[src/rtl/core/tcpq_pkg.sv]
// ----------------------------------------------------------------------------
// tcpq_pkg
// Shared types and constants for the two-class priority queue core.
// ----------------------------------------------------------------------------
`default_nettype none

package tcpq_pkg;

  localparam int QueueDepth = 128;
  localparam int PtrBits    = $clog2(QueueDepth);
  localparam int CntBits    = $clog2(QueueDepth + 1);
  localparam int AgeBits    = 7;
  localparam int TagBits    = 16;
  localparam int StatusBits = 3;

  localparam logic [AgeBits-1:0] ThreshReset = AgeBits'(60);

  typedef enum logic [0:0] {
    OP_ENQUEUE = 1'b0,
    OP_SERVE   = 1'b1
  } op_e;

  typedef enum logic [StatusBits-1:0] {
    ST_QUEUED_PRIO = 3'd0,
    ST_QUEUED_REG  = 3'd1,
    ST_DROPPED     = 3'd2,
    ST_SERVED_PRIO = 3'd3,
    ST_SERVED_REG  = 3'd4,
    ST_NOTHING     = 3'd5
  } status_e;

  typedef struct packed {
    logic [AgeBits-1:0] age;
    logic [TagBits-1:0] tag;
  } entry_t;

  typedef struct packed {
    logic full;
    logic empty;
  } ring_stat_t;

endpackage

`default_nettype wire

[src/rtl/core/tcpq_ring.sv]
// ----------------------------------------------------------------------------
// tcpq_ring
// Ring-buffer FIFO with a head pointer, a fill count and a registered read.
// ----------------------------------------------------------------------------
`default_nettype none

module tcpq_ring
  import tcpq_pkg::*;
(
  input  logic       clk_i,
  input  logic       rst_ni,
  input  logic       push_i,
  input  entry_t     push_data_i,
  input  logic       pop_i,
  output entry_t     pop_data_o,
  output ring_stat_t stat_o
);

  localparam logic [PtrBits-1:0] LastPtr = PtrBits'(QueueDepth - 1);
  localparam logic [CntBits-1:0] DepthCnt = CntBits'(QueueDepth);

  entry_t               mem_q [QueueDepth];
  entry_t               rd_q;
  logic [PtrBits-1:0]   head_q, head_d;
  logic [CntBits-1:0]   count_q, count_d;
  logic [CntBits:0]     tail_sum;
  logic [CntBits:0]     tail_wrap;
  logic [PtrBits-1:0]   tail;

  always_comb begin
    tail_sum  = (CntBits+1)'(head_q) + (CntBits+1)'(count_q);
    tail_wrap = tail_sum - (CntBits+1)'(DepthCnt);
    if (tail_sum >= (CntBits+1)'(DepthCnt)) begin
      tail = tail_wrap[PtrBits-1:0];
    end else begin
      tail = tail_sum[PtrBits-1:0];
    end
  end

  always_comb begin
    head_d  = head_q;
    count_d = count_q;
    if (pop_i) begin
      head_d  = (head_q == LastPtr) ? '0 : head_q + PtrBits'(1);
      count_d = count_q - CntBits'(1);
    end else if (push_i) begin
      count_d = count_q + CntBits'(1);
    end
  end

  always_ff @(posedge clk_i or negedge rst_ni) begin
    if (!rst_ni) begin
      head_q  <= '0;
      count_q <= '0;
    end else begin
      head_q  <= head_d;
      count_q <= count_d;
    end
  end

  always_ff @(posedge clk_i) begin
    if (push_i) begin
      mem_q[tail] <= push_data_i;
    end
    if (pop_i) begin
      rd_q <= mem_q[head_q];
    end
  end

  assign pop_data_o   = rd_q;
  assign stat_o.full  = (count_q == DepthCnt);
  assign stat_o.empty = (count_q == '0);

endmodule

`default_nettype wire

[config.mk]
export PLATFORM = sky130hd
export DESIGN_NAME = tcpq_ring
export DESIGN_NICKNAME = d
export VERILOG_FILES = /design/src/rtl/core/tcpq_pkg.sv /design/src/rtl/core/tcpq_ring.sv
export SDC_FILE = /design/constraint.sdc
export NUM_CORES = 2
export LEC_CHECK = 0
export BUFFER_PORTS_ARGS = -buffer_cell sky130_fd_sc_hd__buf_2
export CORE_ASPECT_RATIO = 1.75
export CORE_UTILIZATION = 65
export CTS_BUF_LIST = sky130_fd_sc_hd__clkbuf_4 sky130_fd_sc_hd__clkbuf_8
export CTS_CLUSTER_SIZE = 25
export DETAILED_ROUTE_END_ITERATION = 8
export PLACE_DENSITY = 0.79
export SYNTH_ARGS = -nofsm -noshare
export SYNTH_HDL_FRONTEND = slang
export SYNTH_SLANG_ARGS = --single-unit
[constraint.sdc]
create_clock -name clk_i -period 7.6 [get_ports clk_i]
set_input_delay 1.14 -clock clk_i [delete_from_list [all_inputs] [get_ports clk_i]]
set_output_delay 1.14 -clock clk_i [all_outputs]
set_load 0.05 [all_outputs]
; After elaboration in Yosys (flattened, before gate mapping)
; Memory sizes are Yosys's and may differ from the RTL's. A register that Yosys moved wholly into a read port is not among the register bits.
; Cells that the tools add are included.
[word_totals]
inputBits = 27
ramBits = 2944
ff_bits = 15
mem_count = 1
[classes]
n_eq_ne = 2
reduce_logical = 2
magnitude_cmp = 1
muxes = 6
n_addsub = 5
[memory_table]
columns = name, depth, word_bits, rd, rd_clocked_by_memory_dff, write_ports, line
row1 = mem_q, 128, 23, 1, 1, 1, tcpq_ring.sv:22  ; entry_t mem_q [QueueDepth];
[ops]
columns = op, count
row1 = $mux 8, 2
row2 = $mux 7, 2
row3 = $add 7x8->9, 1
row4 = $ge 9x8->1 const B, 1
row5 = $add 8x1->8 const B, 1
row6 = $eq 8x8->1 const B, 1
row7 = $logic_not 8->1, 1
row8 = $sub 8x1->8 const B, 1
row9 = $add 7x1->7 const B, 1
row10 = $eq 7x7->1 const B, 1
row11 = $sub 7x1->7 const B, 1
row12 = $mux 1, 2
row13 = $reduce_bool 2->1, 1

; Depth between registers and ports, before layout
[depth]
depth_word = 3
depth_mapped = 12
depth_no_buf = 8

; Worst setup path before layout
; No wires, ideal clock.
[synth_timing]
path_type = register to register
start = register count_q[0]
end = memory mem_q[88][0] (netlist bit) (enable)
synth_period_minus_slack_ns = 3.702
n_path_buf = 1
slack_ns = 3.898
t_arrival_ns = 3.299
stages_incl_launch_ff = 10
cell_sequence = dfrtp_1 -> ha_1 -> fa_1 -> a21o_1 -> a21oi_1 -> nand4b_1 -> and3_1 -> clkbuf_1 -> nand3_1 -> nor2_1
[synth_via]
elab_chain_len = 3
[synth_lines]
columns = item, line
row1 = "start, declared", tcpq_ring.sv:25  ; logic [CntBits-1:0] count_q, count_d;
row2 = "start signal, assigned", tcpq_ring.sv:57  ; count_q <= count_d;
row3 = $add 7x8->9 *, tcpq_ring.sv:31  ; tail_sum = (CntBits+1)'(head_q) + (CntBits+1)'(count_q);
row4 = $ge 9x8->1 or $sub 7x1->7 (tied branches), "tcpq_ring.sv:33, tcpq_ring.sv:32"
row5 = $mux 7 *, tcpq_ring.sv:33  ; if (tail_sum >= (CntBits+1)'(DepthCnt)) begin
row6 = "end, declared", tcpq_ring.sv:22
; Mark *: on every way between the ends. The rest lies on a longest branch, timed or not.

==> impl_metrics.tcl <==
set metrics [dict create \
    status "complete, but fails checks" \
    violations "design-rule violations, max-capacitance violations, max-slew violations" \
    synth_cell_types 68 \
    total_power_uw 42500 \
    antenna_found_initial 17 \
    syn-num-nets 5608 \
    final_nets 5965 \
    syn_avg_cell_area_um2 20.7 \
    place_congestion 0.943 \
    die_x_um 320 \
    netlist_instances 5566 \
    cts_buffers 390 \
    pin_count 52 \
    skew_ns 0.0887 \
    fin_tns_setup_ns 0 \
    clk_pin_slew_ns 0.07 \
    crit_fanout 106 \
    finalHoldViolCount 0 \
    layout_setup_ws_ns 2.12 \
    overflow 0 \
    hold_slack_ns 0.0954 \
    syn_to_final_growth_pct 10.1 \
    synth_top_area_share_pct 77.3 \
    grt_start_max_net_pins 110 \
    crit_arrival_ns 6.19 \
    drc 4 \
    setup_viol 0 \
    synth_seq_cells 2982 \
    min_period_over_period_pct 72.1 \
    yosys-top-cells-count "edfxtp_1, mux2i_1, mux4_2, a22oi_1, nor2_1" \
    slew_headroom_pct -8.38 \
    synth_area_leader_cell "edfxtp_1" \
    yosys_warnings 0 \
    cellPowerDensity_nw_per_um2 335 \
    totalWireLength_um 303000 \
    fmax_mhz 182 \
    clk_latency_ns 1.02 \
    dieArea_um2 179000 \
    maxSlewViolCount 2 \
    cts.path.max_buffers 4 \
    die_h_um 559 \
    cts_htree_levels 5 \
    rsz0062_at_grt "false" \
    r2r_cells 9 \
    p_leak_uw 0.0405 \
    fp.coreArea_um2 176000 \
    ctsResizeCount 0 \
    synth_edf_count 2967 \
    track_usage_pct 34.1 \
    synthTopCellsByArea "edfxtp_1, mux4_2, mux2i_1" \
    syn-cell-area_um2 115000 \
    fillerInstances 9738 \
    r2r-start "head_q[1]$_DFFE_PN0P_" \
    holdCritPathClass "in2async" \
    routedWlPerCell_um 35.2 \
    cts_tree "yes" \
    drtIter0Drc 8643 \
    rows 204 \
    vias_per_cell 6.99 \
    holdBufCountCts 0 \
    ant_nets 0 \
    peakVddDrop_mv 0.306 \
    min_period_ns 5.48 \
    port_buffers 51 \
    synth.most_common_cell "edfxtp_1" \
    grt_pass1_wl_um 428000 \
    dp_hpwl_um 180000 \
    crit_start "head_q[1]$_DFFE_PN0P_" \
    crit_path_end_kind "flip-flop" \
    worst_pin_slew_ns 1.62 \
    post-route-util_pct 72.0 \
    postCtsSetupBuffers 0 \
    cts.sinks 2982 \
    ys.flop_type "edfxtp_1" \
    async_reset_ff_share_pct 0.503 \
    worst-setup-path-type "reg2reg" \
    cp-start-kind "flip-flop" \
    grt_pass1_vias 60600 \
    maxCapViolCount 1 \
    seq_area_frac_synth_pct 77.6 \
    clk_root_buffer_cell "clkbuf_8" \
    dp_slack_ns 2.23 \
    dr.pass1.iters 9 \
    critPathRequiredTime_ns 8.31 \
    drive_gt1_share_pct 25.0 \
    via_count 60100 \
    initial_utilization_pct 65.4 \
]
==> worst max-delay path, cell delays in order, from the launching register on <==
cell,delay (ns)
dfrtp_4,0.95
buf_12,0.59
inv_2,0.50
buf_4,0.41
nand2_1,0.10
buf_4,0.34
o22ai_1,0.15
a2111oi_0,1.21
nor3_1,0.56
o32a_1,0.31
==> cell families (layout without fill, tap and decap cells) <==
kind of cell,after synthesis,in the layout,synth area share [%]
DFF,2982,2982,77.6
xor gates and xnor gates,15,15,0.114
buffers and inverters,329,1001,1.57
and+or+nand+nor,439,439,1.70
muxes,1071,1071,14.4
other,0,2,0
adders and majority gates,15,15,0.176
AOI/OAI and AO/OA,715,715,4.41
==> power by group <==
group | internal (µW) | switching [µW] | leakage [µW]
registers | 19200 | 486 | 0.0269
logic | 3400 | 7570 | 0.00949
clock network | 6140 | 5770 | 0.00412
==> flip-flops by register name, indices dropped and copies added, names as in the netlist <==
name,count
mem_q,2944
pop_data_o,23
count_q,8
head_q,7
==> routing by layer <==
layer / track usage, % / vias to the layer above / wire length [µm]
met4: 23.0 / 14 / 24400
li1: - / 24000 / -
met1: 42.1 / 30800 / 96600
met2: 55.3 / 4352 / 149000
met3: 6.63 / 935 / 33400
met5: 0 / - / 89
==> area by class of cell <==
cell class	instances	area, µm²	area share, %
flip-flops and latches	2982	89500	70.5
inverters	16	60.1	0.0473
diodes	2	5.00	0.00394
well taps	2369	2960	2.33
clock inverters	192	1410	1.11
repair buffers	278	2130	1.68
clock buffers	515	6360	5.01
multi-input cells	2255	24500	19.3
==> through the flow <==
step	cell area [µm²]	cells
6_report	127000	8609
5_1_grt	127000	8608
4_1_cts	127000	8605
3_5_place_dp	119000	7898
3_3_place_gp	119000	7896
2_1_floorplan	115000	5566
==> placed cells by master, fill, tap and decap left out, drive strengths merged, types with 5 or more instances in the layout <==
| cell type | instances |
|---|---|
| o211ai | 23 |
| nand2b | 5 |
| o22ai | 44 |
| nor2 | 177 |
| clkbuf | 516 |
| bufinv | 19 |
| a21oi | 93 |
| dfrtp | 15 |
| a31oi | 15 |
| clkinvlp | 5 |
| nand2 | 100 |
| mux2i | 568 |
| a221oi | 28 |
| buf | 276 |
| mux4 | 467 |
| o221ai | 25 |
| inv | 28 |
| o2111ai | 11 |
| nand3 | 80 |
| a22oi | 196 |
| o32a | 14 |
| ha | 13 |
| and2 | 5 |
| mux2 | 36 |
| o21a | 33 |
| a211oi | 35 |
| nor2b | 17 |
| a22o | 31 |
| nand4 | 13 |
| clkinv | 156 |
| o21ai | 97 |
| a2111oi | 39 |
| a221o | 5 |
| xor2 | 5 |
| edfxtp | 2967 |
| nor3 | 21 |
| xnor2 | 10 |
==> worst paths after layout <==
kind	end	slack [ns]
worst max-delay path	pop_data_o[11]$_DFFE_PP_	2.12
worst min-delay path	head_q[6]$_DFFE_PN0P_	0.1
worst max register to register	pop_data_o[11]$_DFFE_PP_	2.12
worst min register to register	count_q[7]$_DFFE_PN0P_	0.50
max in group asynchronous	head_q[0]$_DFFE_PN0P_	7.08
min in group clk_i	count_q[7]$_DFFE_PN0P_	0.50
Note: power is estimated with default switching activity, not from simulation.
